## config.mk

```make
export PLATFORM = sky130hd
export DESIGN_NAME = number_identifier_lexer
export DESIGN_NICKNAME = d
export VERILOG_FILES = /design/src/nidlex_pkg.sv /design/src/nidlex_step.sv /design/src/number_identifier_lexer.sv
export SDC_FILE = /design/constraint.sdc
export NUM_CORES = 1
export LEC_CHECK = 0
export ABC_AREA = 0
export BUFFER_PORTS_ARGS = -buffer_cell sky130_fd_sc_hd__buf_4
export CAP_MARGIN = 30
export CORE_MARGIN = 8
export CORE_UTILIZATION = 30
export CTS_CLUSTER_DIAMETER = 40
export CTS_CLUSTER_SIZE = 10
export DETAILED_ROUTE_END_ITERATION = 12
export HOLD_SLACK_MARGIN = 0.08
export PLACE_DENSITY = 0.49
export REMOVE_ABC_BUFFERS = 1
export SYNTH_ARGS = -nofsm -noshare
export SYNTH_HDL_FRONTEND = slang
export SYNTH_SLANG_ARGS = --single-unit
```

## constraint.sdc

```tcl
create_clock -name clk_i -period 8.4 [get_ports clk_i]
set_input_delay 0.42 -clock clk_i [delete_from_list [all_inputs] [get_ports clk_i]]
set_output_delay 0.42 -clock clk_i [all_outputs]
set_load 0.02 [all_outputs]
```

## src/nidlex_pkg.sv

```systemverilog
// ----------------------------------------------------------------------------
// nidlex_pkg
// Shared types, codes and character classes for the number and identifier
// lexer.
// ----------------------------------------------------------------------------
package nidlex_pkg;

  localparam int MaxColumnDefault = 255;
  localparam int QueueDepth       = 8;
  localparam int MaxRecs          = 4;

  // lexer modes
  localparam logic [3:0] MODE_IDLE    = 4'd0;
  localparam logic [3:0] MODE_INT     = 4'd1;
  localparam logic [3:0] MODE_FRACT   = 4'd2;
  localparam logic [3:0] MODE_EXPS    = 4'd3;
  localparam logic [3:0] MODE_EXPSIGN = 4'd4;
  localparam logic [3:0] MODE_EXPD    = 4'd5;
  localparam logic [3:0] MODE_IDENT   = 4'd6;
  localparam logic [3:0] MODE_SLASH   = 4'd7;
  localparam logic [3:0] MODE_LCOMM   = 4'd8;
  localparam logic [3:0] MODE_BCOMM   = 4'd9;

  // record events
  localparam logic [1:0] EV_BYTE = 2'd0;
  localparam logic [1:0] EV_END  = 2'd1;
  localparam logic [1:0] EV_ERR  = 2'd2;
  localparam logic [1:0] EV_EOI  = 2'd3;

  // token kinds
  localparam logic [2:0] KIND_INT   = 3'd0;
  localparam logic [2:0] KIND_REAL  = 3'd1;
  localparam logic [2:0] KIND_IDENT = 3'd2;
  localparam logic [2:0] KIND_OP    = 3'd3;
  localparam logic [2:0] KIND_END   = 3'd4;

  localparam logic [7:0] CH_NEWLINE = 8'd10;
  localparam logic [7:0] CH_UPPER_E = 8'h45;
  localparam logic [7:0] CH_LOWER_E = 8'h65;
  localparam logic [7:0] CH_SLASH   = 8'h2f;
  localparam logic [7:0] CH_STAR    = 8'h2a;
  localparam logic [7:0] CH_PLUS    = 8'h2b;
  localparam logic [7:0] CH_MINUS   = 8'h2d;
  localparam logic [7:0] CH_POINT   = 8'h2e;

  typedef struct packed {
    logic [3:0]  mode;
    logic [15:0] line;
    logic [7:0]  col;
    logic [15:0] tok_line;
    logic [7:0]  tok_col;
    logic        star;
  } lex_state_t;

  typedef struct packed {
    logic [1:0]  ev;
    logic [2:0]  kind;
    logic [7:0]  data;
    logic        first;
    logic [15:0] line;
    logic [7:0]  col;
    logic        last;
  } rec_t;

  typedef struct packed {
    rec_t [MaxRecs-1:0] recs;
    logic [2:0]         num;
  } step_out_t;

  function automatic logic is_digit(logic [7:0] c);
    return (c >= 8'd48) && (c <= 8'd57);
  endfunction

  function automatic logic is_alpha(logic [7:0] c);
    return ((c >= 8'd65) && (c <= 8'd90)) || ((c >= 8'd97) && (c <= 8'd122));
  endfunction

  function automatic logic is_space(logic [7:0] c);
    return (c == 8'd32) || ((c >= 8'd9) && (c <= 8'd13));
  endfunction

  function automatic rec_t mk_rec(logic [1:0] ev, logic [2:0] kind, logic [7:0] data,
                                  logic first, logic [15:0] line, logic [7:0] col);
    rec_t r;
    r.ev    = ev;
    r.kind  = kind;
    r.data  = data;
    r.first = first;
    r.line  = line;
    r.col   = col;
    r.last  = 1'b0;
    return r;
  endfunction

endpackage

```

## src/nidlex_step.sv

```systemverilog
// ----------------------------------------------------------------------------
// nidlex_step
// Single-pass lexer step: from the current state and one input word, works
// out the next state and up to four result records.
// ----------------------------------------------------------------------------
module nidlex_step #(
  parameter int MaxColumn = nidlex_pkg::MaxColumnDefault
) (
  input  nidlex_pkg::lex_state_t cur_i,
  input  logic [7:0]             char_i,
  input  logic                   eoi_i,
  output nidlex_pkg::lex_state_t nxt_o,
  output nidlex_pkg::step_out_t  res_o
);

  localparam logic [7:0] ColLimit = 8'((MaxColumn < 255) ? MaxColumn : 255);

  nidlex_pkg::lex_state_t s;
  nidlex_pkg::rec_t [nidlex_pkg::MaxRecs-1:0] r;
  logic [2:0] n;
  logic       do_idle;
  logic       is_e;
  logic       dig;

  always_comb begin
    s       = cur_i;
    r       = '0;
    n       = 3'd0;
    do_idle = 1'b0;
    dig     = nidlex_pkg::is_digit(char_i);
    is_e    = (char_i == nidlex_pkg::CH_UPPER_E) || (char_i == nidlex_pkg::CH_LOWER_E);

    if (eoi_i) begin
      // finish a pending token, then the end-of-input word
      unique case (cur_i.mode)
        nidlex_pkg::MODE_INT: begin
          r[n[1:0]] = nidlex_pkg::mk_rec(nidlex_pkg::EV_END, nidlex_pkg::KIND_INT, 8'd0,
                                         1'b0, s.tok_line, s.tok_col);
          n = n + 3'd1;
        end
        nidlex_pkg::MODE_FRACT, nidlex_pkg::MODE_EXPD: begin
          r[n[1:0]] = nidlex_pkg::mk_rec(nidlex_pkg::EV_END, nidlex_pkg::KIND_REAL, 8'd0,
                                         1'b0, s.tok_line, s.tok_col);
          n = n + 3'd1;
        end
        nidlex_pkg::MODE_EXPS, nidlex_pkg::MODE_EXPSIGN: begin
          r[n[1:0]] = nidlex_pkg::mk_rec(nidlex_pkg::EV_ERR, nidlex_pkg::KIND_INT, 8'd0,
                                         1'b0, s.tok_line, s.tok_col);
          n = n + 3'd1;
        end
        nidlex_pkg::MODE_IDENT: begin
          r[n[1:0]] = nidlex_pkg::mk_rec(nidlex_pkg::EV_END, nidlex_pkg::KIND_IDENT, 8'd0,
                                         1'b0, s.tok_line, s.tok_col);
          n = n + 3'd1;
        end
        nidlex_pkg::MODE_SLASH: begin
          r[n[1:0]] = nidlex_pkg::mk_rec(nidlex_pkg::EV_BYTE, nidlex_pkg::KIND_INT,
                                         nidlex_pkg::CH_SLASH, 1'b1, s.tok_line, s.tok_col);
          n = n + 3'd1;
          r[n[1:0]] = nidlex_pkg::mk_rec(nidlex_pkg::EV_END, nidlex_pkg::KIND_OP, 8'd0,
                                         1'b0, s.tok_line, s.tok_col);
          n = n + 3'd1;
        end
        default: ;
      endcase
      r[n[1:0]] = nidlex_pkg::mk_rec(nidlex_pkg::EV_EOI, nidlex_pkg::KIND_END, 8'd0, 1'b0,
                                     cur_i.line, cur_i.col);
      n = n + 3'd1;
      s          = '0;
      s.mode     = nidlex_pkg::MODE_IDLE;
      s.line     = 16'd1;
    end else begin
      unique case (cur_i.mode)
        nidlex_pkg::MODE_INT: begin
          if (dig || char_i == nidlex_pkg::CH_POINT || is_e) begin
            r[n[1:0]] = nidlex_pkg::mk_rec(nidlex_pkg::EV_BYTE, nidlex_pkg::KIND_INT, char_i,
                                           1'b0, s.tok_line, s.tok_col);
            n = n + 3'd1;
            if (char_i == nidlex_pkg::CH_POINT) s.mode = nidlex_pkg::MODE_FRACT;
            else if (is_e) s.mode = nidlex_pkg::MODE_EXPS;
          end else begin
            r[n[1:0]] = nidlex_pkg::mk_rec(nidlex_pkg::EV_END, nidlex_pkg::KIND_INT, 8'd0,
                                           1'b0, s.tok_line, s.tok_col);
            n = n + 3'd1;
            do_idle = 1'b1;
          end
        end
        nidlex_pkg::MODE_FRACT: begin
          if (dig || is_e) begin
            r[n[1:0]] = nidlex_pkg::mk_rec(nidlex_pkg::EV_BYTE, nidlex_pkg::KIND_INT, char_i,
                                           1'b0, s.tok_line, s.tok_col);
            n = n + 3'd1;
            if (is_e) s.mode = nidlex_pkg::MODE_EXPS;
          end else begin
            r[n[1:0]] = nidlex_pkg::mk_rec(nidlex_pkg::EV_END, nidlex_pkg::KIND_REAL, 8'd0,
                                           1'b0, s.tok_line, s.tok_col);
            n = n + 3'd1;
            do_idle = 1'b1;
          end
        end
        nidlex_pkg::MODE_EXPS, nidlex_pkg::MODE_EXPSIGN: begin
          if (dig || (cur_i.mode == nidlex_pkg::MODE_EXPS &&
                      (char_i == nidlex_pkg::CH_PLUS || char_i == nidlex_pkg::CH_MINUS))) begin
            r[n[1:0]] = nidlex_pkg::mk_rec(nidlex_pkg::EV_BYTE, nidlex_pkg::KIND_INT, char_i,
                                           1'b0, s.tok_line, s.tok_col);
            n = n + 3'd1;
            s.mode = dig ? nidlex_pkg::MODE_EXPD : nidlex_pkg::MODE_EXPSIGN;
          end else begin
            // missing exponent digits: report and drop the byte
            r[n[1:0]] = nidlex_pkg::mk_rec(nidlex_pkg::EV_ERR, nidlex_pkg::KIND_INT, char_i,
                                           1'b0, s.tok_line, s.tok_col);
            n = n + 3'd1;
            s.mode = nidlex_pkg::MODE_IDLE;
          end
        end
        nidlex_pkg::MODE_EXPD: begin
          if (dig) begin
            r[n[1:0]] = nidlex_pkg::mk_rec(nidlex_pkg::EV_BYTE, nidlex_pkg::KIND_INT, char_i,
                                           1'b0, s.tok_line, s.tok_col);
            n = n + 3'd1;
          end else begin
            r[n[1:0]] = nidlex_pkg::mk_rec(nidlex_pkg::EV_END, nidlex_pkg::KIND_REAL, 8'd0,
                                           1'b0, s.tok_line, s.tok_col);
            n = n + 3'd1;
            do_idle = 1'b1;
          end
        end
        nidlex_pkg::MODE_IDENT: begin
          if (dig || nidlex_pkg::is_alpha(char_i)) begin
            r[n[1:0]] = nidlex_pkg::mk_rec(nidlex_pkg::EV_BYTE, nidlex_pkg::KIND_INT, char_i,
                                           1'b0, s.tok_line, s.tok_col);
            n = n + 3'd1;
          end else begin
            r[n[1:0]] = nidlex_pkg::mk_rec(nidlex_pkg::EV_END, nidlex_pkg::KIND_IDENT, 8'd0,
                                           1'b0, s.tok_line, s.tok_col);
            n = n + 3'd1;
            do_idle = 1'b1;
          end
        end
        nidlex_pkg::MODE_SLASH: begin
          if (char_i == nidlex_pkg::CH_SLASH) begin
            s.mode = nidlex_pkg::MODE_LCOMM;
          end else if (char_i == nidlex_pkg::CH_STAR) begin
            s.mode = nidlex_pkg::MODE_BCOMM;
            s.star = 1'b0;
          end else begin
            // lone slash is an operator
            r[n[1:0]] = nidlex_pkg::mk_rec(nidlex_pkg::EV_BYTE, nidlex_pkg::KIND_INT,
                                           nidlex_pkg::CH_SLASH, 1'b1, s.tok_line, s.tok_col);
            n = n + 3'd1;
            r[n[1:0]] = nidlex_pkg::mk_rec(nidlex_pkg::EV_END, nidlex_pkg::KIND_OP, 8'd0,
                                           1'b0, s.tok_line, s.tok_col);
            n = n + 3'd1;
            do_idle = 1'b1;
          end
        end
        nidlex_pkg::MODE_LCOMM: begin
          if (char_i == nidlex_pkg::CH_NEWLINE) s.mode = nidlex_pkg::MODE_IDLE;
        end
        nidlex_pkg::MODE_BCOMM: begin
          if (cur_i.star && char_i == nidlex_pkg::CH_SLASH) begin
            s.mode = nidlex_pkg::MODE_IDLE;
            s.star = 1'b0;
          end else begin
            s.star = (char_i == nidlex_pkg::CH_STAR);
          end
        end
        default: do_idle = 1'b1;
      endcase

      if (do_idle) begin
        s.mode = nidlex_pkg::MODE_IDLE;
        if (!nidlex_pkg::is_space(char_i)) begin
          s.tok_line = cur_i.line;
          s.tok_col  = cur_i.col;
          if (char_i != nidlex_pkg::CH_SLASH) begin
            r[n[1:0]] = nidlex_pkg::mk_rec(nidlex_pkg::EV_BYTE, nidlex_pkg::KIND_INT, char_i,
                                           1'b1, s.tok_line, s.tok_col);
            n = n + 3'd1;
          end
          if (dig) begin
            s.mode = nidlex_pkg::MODE_INT;
          end else if (nidlex_pkg::is_alpha(char_i)) begin
            s.mode = nidlex_pkg::MODE_IDENT;
          end else if (char_i == nidlex_pkg::CH_SLASH) begin
            s.mode = nidlex_pkg::MODE_SLASH;
          end else begin
            r[n[1:0]] = nidlex_pkg::mk_rec(nidlex_pkg::EV_END, nidlex_pkg::KIND_OP, 8'd0,
                                           1'b0, s.tok_line, s.tok_col);
            n = n + 3'd1;
          end
        end
      end

      // position of the next byte
      if (char_i == nidlex_pkg::CH_NEWLINE) begin
        s.line = cur_i.line + 16'd1;
        s.col  = 8'd0;
      end else if (cur_i.col < ColLimit) begin
        s.col = cur_i.col + 8'd1;
      end
    end

    nxt_o      = s;
    res_o.recs = r;
    res_o.num  = n;
  end

endmodule

```

## src/number_identifier_lexer.sv

```systemverilog
// ----------------------------------------------------------------------------
// number_identifier_lexer
// Byte-serial lexer for integers, reals, identifiers and one-byte operators,
// with line and column tracking and comment removal.
// ----------------------------------------------------------------------------
//  channel | direction | handshake               | payload
//  in      | input     | in_valid_i / in_stall_o  | char_byte_i, end_of_input_i
//  out     | output    | out_valid_o / out_stall_i| event_res_o .. last_of_run_o
//
// one input word is taken per cycle while the input does not stall; it is registered,
// lexed in one pass and its 0 to 4 result words go into an 8-entry result queue once it has room
// results leave the queue one per cycle while out_stall_i is low, so the output port sets the rate
// for words that give more than one result
// the input stalls while a word waits and fewer than four queue slots are free
// reset clears the lexer state (line 1, column 0) and empties the queue
module number_identifier_lexer #(
  parameter int MaxColumn = nidlex_pkg::MaxColumnDefault
) (
  input  logic        clk_i,
  input  logic        rst_ni,
  input  logic        in_valid_i,
  output logic        in_stall_o,
  input  logic [7:0]  char_byte_i,
  input  logic        end_of_input_i,
  output logic        out_valid_o,
  input  logic        out_stall_i,
  output logic [1:0]  event_res_o,
  output logic [2:0]  token_kind_o,
  output logic [7:0]  out_byte_o,
  output logic        first_of_token_o,
  output logic [15:0] start_line_o,
  output logic [7:0]  start_column_o,
  output logic        last_of_run_o
);

  localparam int PtrW = $clog2(nidlex_pkg::QueueDepth);
  localparam int CntW = PtrW + 1;
  localparam logic [CntW-1:0] RoomLimit =
    CntW'(nidlex_pkg::QueueDepth - nidlex_pkg::MaxRecs);

  logic                   in_vld_q, in_vld_d;
  logic [7:0]             in_byte_q;
  logic                   in_eoi_q;
  logic                   in_accept, fire, pop;

  nidlex_pkg::lex_state_t st_q, st_d;
  nidlex_pkg::step_out_t  step_res;

  nidlex_pkg::rec_t       queue_q [nidlex_pkg::QueueDepth];
  logic [PtrW-1:0]        wr_ptr_q, rd_ptr_q;
  logic [CntW-1:0]        cnt_q;
  nidlex_pkg::rec_t       head;

  // a waiting word moves on when the queue can hold its worst case
  assign fire       = in_vld_q && (cnt_q <= RoomLimit);
  assign in_stall_o = in_vld_q && !fire;
  assign in_accept  = in_valid_i && !in_stall_o;
  assign pop        = out_valid_o && !out_stall_i;

  always_comb begin
    in_vld_d = in_vld_q;
    if (in_accept) in_vld_d = 1'b1;
    else if (fire) in_vld_d = 1'b0;
  end

  always_ff @(posedge clk_i or negedge rst_ni) begin
    if (!rst_ni) begin
      in_vld_q <= 1'b0;
    end else begin
      in_vld_q <= in_vld_d;
    end
  end

  always_ff @(posedge clk_i) begin
    if (in_accept) begin
      in_byte_q <= char_byte_i;
      in_eoi_q  <= end_of_input_i;
    end
  end

  nidlex_step #(
    .MaxColumn(MaxColumn)
  ) u_step (
    .cur_i  (st_q),
    .char_i (in_byte_q),
    .eoi_i  (in_eoi_q),
    .nxt_o  (st_d),
    .res_o  (step_res)
  );

  always_ff @(posedge clk_i or negedge rst_ni) begin
    if (!rst_ni) begin
      st_q      <= '0;
      st_q.mode <= nidlex_pkg::MODE_IDLE;
      st_q.line <= 16'd1;
    end else if (fire) begin
      st_q <= st_d;
    end
  end

  // result queue
  always_ff @(posedge clk_i) begin
    if (fire) begin
      for (int i = 0; i < nidlex_pkg::MaxRecs; i++) begin
        if (3'(i) < step_res.num) begin
          queue_q[PtrW'(wr_ptr_q + PtrW'(i))] <= '{
            ev:    step_res.recs[i].ev,
            kind:  step_res.recs[i].kind,
            data:  step_res.recs[i].data,
            first: step_res.recs[i].first,
            line:  step_res.recs[i].line,
            col:   step_res.recs[i].col,
            last:  (3'(i) == step_res.num - 3'd1)
          };
        end
      end
    end
  end

  always_ff @(posedge clk_i or negedge rst_ni) begin
    if (!rst_ni) begin
      wr_ptr_q <= '0;
      rd_ptr_q <= '0;
      cnt_q    <= '0;
    end else begin
      if (fire) wr_ptr_q <= wr_ptr_q + PtrW'(step_res.num);
      if (pop)  rd_ptr_q <= rd_ptr_q + PtrW'(1);
      cnt_q <= cnt_q + (fire ? CntW'(step_res.num) : CntW'(0)) - (pop ? CntW'(1) : CntW'(0));
    end
  end

  assign head             = queue_q[rd_ptr_q];
  assign out_valid_o      = (cnt_q != '0);
  assign event_res_o      = head.ev;
  assign token_kind_o     = head.kind;
  assign out_byte_o       = head.data;
  assign first_of_token_o = head.first;
  assign start_line_o     = head.line;
  assign start_column_o   = head.col;
  assign last_of_run_o    = head.last;

endmodule

```

# Word level (Yosys, flattened, before mapping)
# Memory sizes are Yosys's and may differ from the RTL's.
# Index checks and enable logic that the tools add are counted.
[op_classes]
order_cmp = 20
n_reduce_logical = 42
mux = 100
addsub = 13
n_eq_ne = 30
[op_table]
columns = ["cell", "count"]
rows = [
  ["156-bit two-way mux", 10],
  ["156-bit bitwise mux", 3],
  ["39-bit two-way mux", 9],
  ["39-bit demux with 2-bit select", 3],
  ["39-bit one-hot mux with 6 select lines", 1],
  ["39-bit one-hot mux with 5 select lines", 1],
  ["38-bit two-way mux", 5],
  ["78-bit two-way mux", 1],
  ["77-bit two-way mux", 1],
  ["53-bit two-way mux", 1],
  ["4-bit two-way mux", 13],
  ["8-bit by 6-bit equality test with 1-bit output (second input constant)", 6],
  ["24-bit two-way mux", 2],
  ["3-bit two-way mux", 15],
  ["1-bit two-way mux", 26],
  ["4-bit one-hot mux with 6 select lines", 1],
  ["16-bit by 1-bit adder with 16-bit output (second input constant)", 1],
  ["4-bit by 3-bit equality test with 1-bit output (second input constant)", 4],
  ["8-bit by 7-bit equality test with 1-bit output (second input constant)", 2],
  ["8-bit by 7-bit >= comparator with 1-bit output (second input constant)", 2],
  ["8-bit by 7-bit less-or-equal comparator with 1-bit output (second input constant)", 2],
  ["16-bit two-way mux", 1],
  ["8-bit two-way mux", 2],
  ["4-bit by 2-bit inequality test with 1-bit output (second input constant)", 4],
  ["48 further kinds", 89],
]
[totals]
ramBits = 312
mem_count = 1
reg_bits = 73
out_inout_bits = 41
wordCells = 218
inputBits = 13
[memory_table]
columns = ["memory", "words", "width", "rd", "rd_clocked_by_memory_dff", "wr", "line_no", "source"]
rows = [
  ["queue_q", 8, 39, 1, 0, 4, "number_identifier_lexer.sv:49", "nidlex_pkg::rec_t queue_q [nidlex_pkg::QueueDepth];"],
]

# Longest topological paths before layout
[depth]
depth_word = 21
depth_mapped = 23
mapped_depth_nobuf = 20

# Cells and area by module
# A second synthesis with hierarchy kept.
[unflattened]
cells_unflattened = 3188
hier_area_um2 = 28048.2
[by_module_without_submodules]
columns = ["module", "seq_area_each_um2", "area_per_inst_um2", "instances", "cells_per_inst"]
rows = [
  ["number_identifier_lexer", 11242.0, 23896.7, 1, 2527],
  ["nidlex_step", 0.0, 4151.5, 1, 661],
]

# Worst setup path after synthesis
# Ideal clock, no wire load.
[synth_path]
path_kind = "register -> register"
start = "register st_q[51] (netlist name)"
end = "memory queue_q[0][0] (netlist name) (enable)"
period_less_slack_ps = 7334
t_required_ps = 7911
setup_time_ps = 489
setup_slack_ps = 1066
t_arrival_ps = 6845
path_buffers = 2
path_stages_with_launch = 19
cell_sequence = "dfrtp_1 > buf_2 > nor3_1 > nor3_1 > inv_1 > ha_1 > nor4_2 > inv_1 > ha_1 > and2_1 > ha_1 > inv_1 > ha_1 > a211oi_1 > o21bai_4 > o21ai_2 > buf_2 > nor3_1 > o21ai_0"
[synth_lines]
columns = ["element", "line_no", "source"]
rows = [
  ["from (decl)", "number_identifier_lexer.sv:46", "nidlex_pkg::lex_state_t st_q, st_d;"],
  ["from (signal assigned)", "number_identifier_lexer.sv:97", "st_q <= st_d;"],
  ["to (decl)", "number_identifier_lexer.sv:49", ""],
]

==> load_flow_metrics.sql <==
INSERT INTO impl_metrics (metric_group, metric, value, unit) VALUES
('synth', 'synthesis.area', '24800', 'µm²'),
('floorplan', 'floorplan.rows', '105', ''),
('sta', 'fmax', '0.138', 'GHz'),
('floorplan', 'core-area', '82000', 'µm²'),
('power_and_ir_drop', 'vdd_ir_max', '0.205', 'mV'),
('floorplan', 'num_io_pins', '54', ''),
('detailed_routing', 'routed-via-count', '22200', ''),
('status', 'outcome', 'complete, no violations', ''),
('critical_path', 'start_kind', 'flip-flop', ''),
('clock_network', 'cts.clk_slew.worst_paths', '50', 'ps'),
('synth', 'synthesis.yosys.warnings', '0', ''),
('clock_network', 'clock_tree.buffer_depth', '3', ''),
('flow_run', 'drv_cap', '0', ''),
('synth', 'postSynth.asyncResetShare', '16.6', '%'),
('synth', 'syn-mean-instance-area', '10.7', 'µm²'),
('critical_path', 'crit_top_cell', 'sky130_fd_sc_hd__ha_1', ''),
('floorplan', 'die_footprint', '92200', 'µm²'),
('clock_network', 'cts.sink_count', '385', ''),
('clock_network', 'clock_latency', '640', 'ps'),
('critical_path', 'crit_path_cell_trace', 'nor3_1 > nor3_1 > inv_1 > ha_1 > nor4_2 > inv_1 > ha_1 > and2_1 > ha_1 > inv_1 > ha_1 > a211oi_1 > o21bai_4 > o21ai_2 > buf_4 > nand2_1 > o211ai_1 > o21bai_4 > buf_4', ''),
('sta', 'final_clock_period_utilization_by_the_worst_path', '86.2', '%'),
('place', 'dpl-instance-area', '26600', 'µm²'),
('sta', 'setup_tns_final', '0', 'ps'),
('critical_path', 'critPathSlowestCell', 'sky130_fd_sc_hd__nor4_2', ''),
('critical_path', 'cp_data_arrival_time', '7530', 'ps'),
('critical_path', 'critical_path_class', 'flip-flop to flip-flop', ''),
('sta', 'finalCriticalPeriod', '7240', 'ps'),
('sta', 'setup_repair_after_global_routing_missed_its_margin', 'false', ''),
('cells_and_area', 'final_cells', '3474', ''),
('detailed_routing', 'drc', '0', ''),
('sta', 'worst-slew-pin-transition', '1210', 'ps'),
('floorplan', 'start_util', '30.3', '%'),
('cells_and_area', 'drive_above_1_share', '21.3', '%'),
('detailed_routing', 'count_of_antenna_violating_nets_left_after_detailed_routing', '0', ''),
('synth', 'synth_enable_flop_cells', '321', ''),
('clock_network', 'cts_tree', 'done', ''),
('clock_network', 'numCtsBuffers', '79', ''),
('sta', 'finalMaxSlewViolations', '0', ''),
('cells_and_area', 'layout.nets', '2377', ''),
('sta', 'final_setup_violation_count', '0', ''),
('sta', 'relative_max_transition_margin', '19.2', '%'),
('detailed_routing', 'detail_route.iter0.violations', '3316', ''),
('power_and_ir_drop', 'power_density', '433', 'nW/µm²'),
('critical_path', 'cp_required', '8690', 'ps'),
('clock_network', 'cts-htree-levels', '3', ''),
('global_routing', 'largest_net_degree_at_the_start_of_global_routing', '54', ''),
('synth', 'ys_dominant_reg_cell', 'sky130_fd_sc_hd__edfxtp_1', ''),
('critical_path', 'largest_incremental_delay_on_the_critical_path', '840', 'ps'),
('detailed_routing', 'first_pass_iters', '9', ''),
('synth', 'synth_seq_area_share', '45.3', '%'),
('detailed_routing', 'wire_per_inst', '32.4', 'µm'),
('min_path', 'worst_hold_path_type', 'input pin to flip-flop', ''),
('global_routing', 'number_of_antenna_violations_at_the_first_check_in_global_routing', '2', ''),
('sta', 'timing_hold_violations_final', '0', ''),
('cells_and_area', 'final_area', '29500', 'µm²'),
('floorplan', 'die_h', '304', 'µm'),
('detailed_routing', 'final_routed_wirelength_across_all_metal_layers', '112', 'mm'),
('place', 'hpwl_dp', '73.5', 'mm'),
('global_routing', 'first_global_vias', '22100', ''),
('clock_network', 'cts_resizes', '0', ''),
('critical_path', 'worstPathMaxFanout', '26', ''),
('cells_and_area', 'synthToLayoutAreaGrowth', '18.9', '%'),
('critical_path', 'cp-end-kind', 'flip-flop', ''),
('critical_path', 'path_buf_inv', '5', ''),
('synth', 'synth.distinct_cells', '105', ''),
('power_and_ir_drop', 'p_leak', '0.0108', 'µW'),
('place', 'gp_congestion', '1.01', ''),
('place', 'port_buf_inserts', '53', ''),
('synth', 'synth.ff_latch_count', '385', ''),
('detailed_routing', 'viasPerCell', '6.39', ''),
('critical_path', 'path_delay_family', 'compound AO/OA/AOI/OAI gates', ''),
('place', 'dp.cells', '3311', ''),
('sta', 'worst_clock_skew', '63.5', 'ps'),
('floorplan', 'width_of_the_chip', '304', 'µm'),
('clock_network', 'clk_root_buffer_cell', 'sky130_fd_sc_hd__clkbuf_16', ''),
('cells_and_area', 'fillerInstances', '8135', ''),
('global_routing', 'global_route_wire_length_before_repair', '159', 'mm'),
('global_routing', 'globalRouteOverflowTotal', '0', ''),
('synth', 'synth_cells', '2311', ''),
('global_routing', 'groute.usage.overall', '23.2', '%');
[power breakdown]
| group | internal, µW | total [µW] | switching [µW] |
|---|---|---|---|
| sequential | 2810 | 3250 | 432 |
| clock | 2120 | 3260 | 1150 |
| combinational | 2220 | 6280 | 4060 |
[cell usage after synthesis (all sizes together) (19+ instances only)]
cell type  instances  area (µm²)
o22ai             34         277
nand3             40         213
buf               87         546
nor3              29         176
a222oi            19         190
nor2              99         374
edfxtp           321        9640
clkbuf           129         484
a22oi             42         340
a21oi             59         419
nand2            507        1910
o2bb2ai           50         438
a32o             191        1910
mux2              43         484
inv               28         105
a22o              31         272
ha                26         325
mux4              78        1760
o21ai            112         568
dfrtp             63        1580
[worst register-to-register path, stage by stage, from the launching register on]
cell                       delay, ps
sky130_fd_sc_hd__dfrtp_1         760
sky130_fd_sc_hd__nor3_1          220
sky130_fd_sc_hd__nor3_1          440
sky130_fd_sc_hd__inv_1           160
sky130_fd_sc_hd__ha_1            350
sky130_fd_sc_hd__nor4_2          840
sky130_fd_sc_hd__inv_1           230
sky130_fd_sc_hd__ha_1            380
sky130_fd_sc_hd__and2_1          180
sky130_fd_sc_hd__ha_1            180
sky130_fd_sc_hd__inv_1            60
sky130_fd_sc_hd__ha_1            280
sky130_fd_sc_hd__a211oi_1        460
sky130_fd_sc_hd__o21bai_4        160
sky130_fd_sc_hd__o21ai_2         450
sky130_fd_sc_hd__buf_4           320
sky130_fd_sc_hd__nand2_1         100
sky130_fd_sc_hd__o211ai_1        370
sky130_fd_sc_hd__o21bai_4        530
sky130_fd_sc_hd__buf_4           440
[through the flow]
stage / setup WS [ps] / hold WS [ps] / utilization [%] / power (µW)
floorplan: 307 / 124 / - / 6810
detailed placement: 1360 / 305 / 32.4 / 9420
global placement: 1290 / 302 / 32.2 / 9320
CTS: 1370 / 137 / 36.0 / 12700
global route: 685 / 181 / 36.0 / 13300
finish: 1160 / 160 / 36.0 / 12800
[registers in the layout, summed over array words and instances (netlist names)]
register / cells
cnt_q: 4
in_byte_q: 8
in_eoi_q: 1
in_vld_q: 1
queue_q: 312
rd_ptr_q: 3
st_q: 53
wr_ptr_q: 3
[path summary, 6_finish.rpt]
path / end / slack, ps / depth (start not counted) / start
hold / removal: rd_ptr_q[0] / 160 / 3 / out_stall_i
setup / recovery: queue_q[2][9] / 1160 / 19 / st_q[50]
min in group asynchronous: st_q[49] / 210 / 2 / rst_ni
max in group asynchronous: rd_ptr_q[0] / 7080 / 3 / rst_ni
hold reg to reg: st_q[8] / 510 / 2 / st_q[8]
setup reg to reg: queue_q[2][9] / 1160 / 19 / st_q[50]
[cell type report]
class / instances / area (µm²) / area share [%]
Sequential cell: 385 / 11300 / 38.1
Antenna cell: 1 / 2.50 / 0.00847
Tap cell: 1070 / 1340 / 4.53
Multi-Input combinational cell: 1682 / 12600 / 42.8
Clock inverter: 51 / 637 / 2.16
Clock buffer: 97 / 2150 / 7.27
Inverter: 28 / 105 / 0.356
Timing Repair Buffer: 160 / 1410 / 4.78
[layout by cell type (no fill, tap or decap), types with 37 or more instances in the layout]
cell	Yosys	layout
sky130_fd_sc_hd__nor2_1	98	97
sky130_fd_sc_hd__mux4_2	78	78
sky130_fd_sc_hd__a21oi_1	44	44
sky130_fd_sc_hd__dfrtp_1	63	60
sky130_fd_sc_hd__clkbuf_16	0	81
sky130_fd_sc_hd__nand3_1	39	39
sky130_fd_sc_hd__o21ai_0	97	94
sky130_fd_sc_hd__mux2_2	43	43
sky130_fd_sc_hd__buf_4	14	135
sky130_fd_sc_hd__nand2_1	506	506
sky130_fd_sc_hd__a32o_1	191	191
sky130_fd_sc_hd__edfxtp_1	321	321
sky130_fd_sc_hd__o2bb2ai_1	50	50
sky130_fd_sc_hd__a22oi_1	37	37
[cells by family (layout without fill, tap and decap cells)]
kind of cell	Yosys count	count (layout)	synth area share (%)
AO/OA/AOI/OAI	706	706	24.3
XOR/XNOR	31	31	1.09
adder cells (fa/ha/maj)	28	28	1.47
buffers and inverters	244	336	4.57
flip-flops	385	385	45.3
multiplexers	132	132	9.47
other	0	1	0
AND/OR/NAND/NOR	785	785	13.9
[what timing repair did]
item	CTS	global route
setup buffers	0	0
hold buffers	11	0
hold endpoints to repair	21	0
[per-layer routing]
layer	track usage, %	routed length, µm
met4	11.9	6080
met3	5.20	10700
met2	35.8	50000
met5	0	0
met1	30.5	45700
Note: power is estimated with default switching activity, not from simulation.
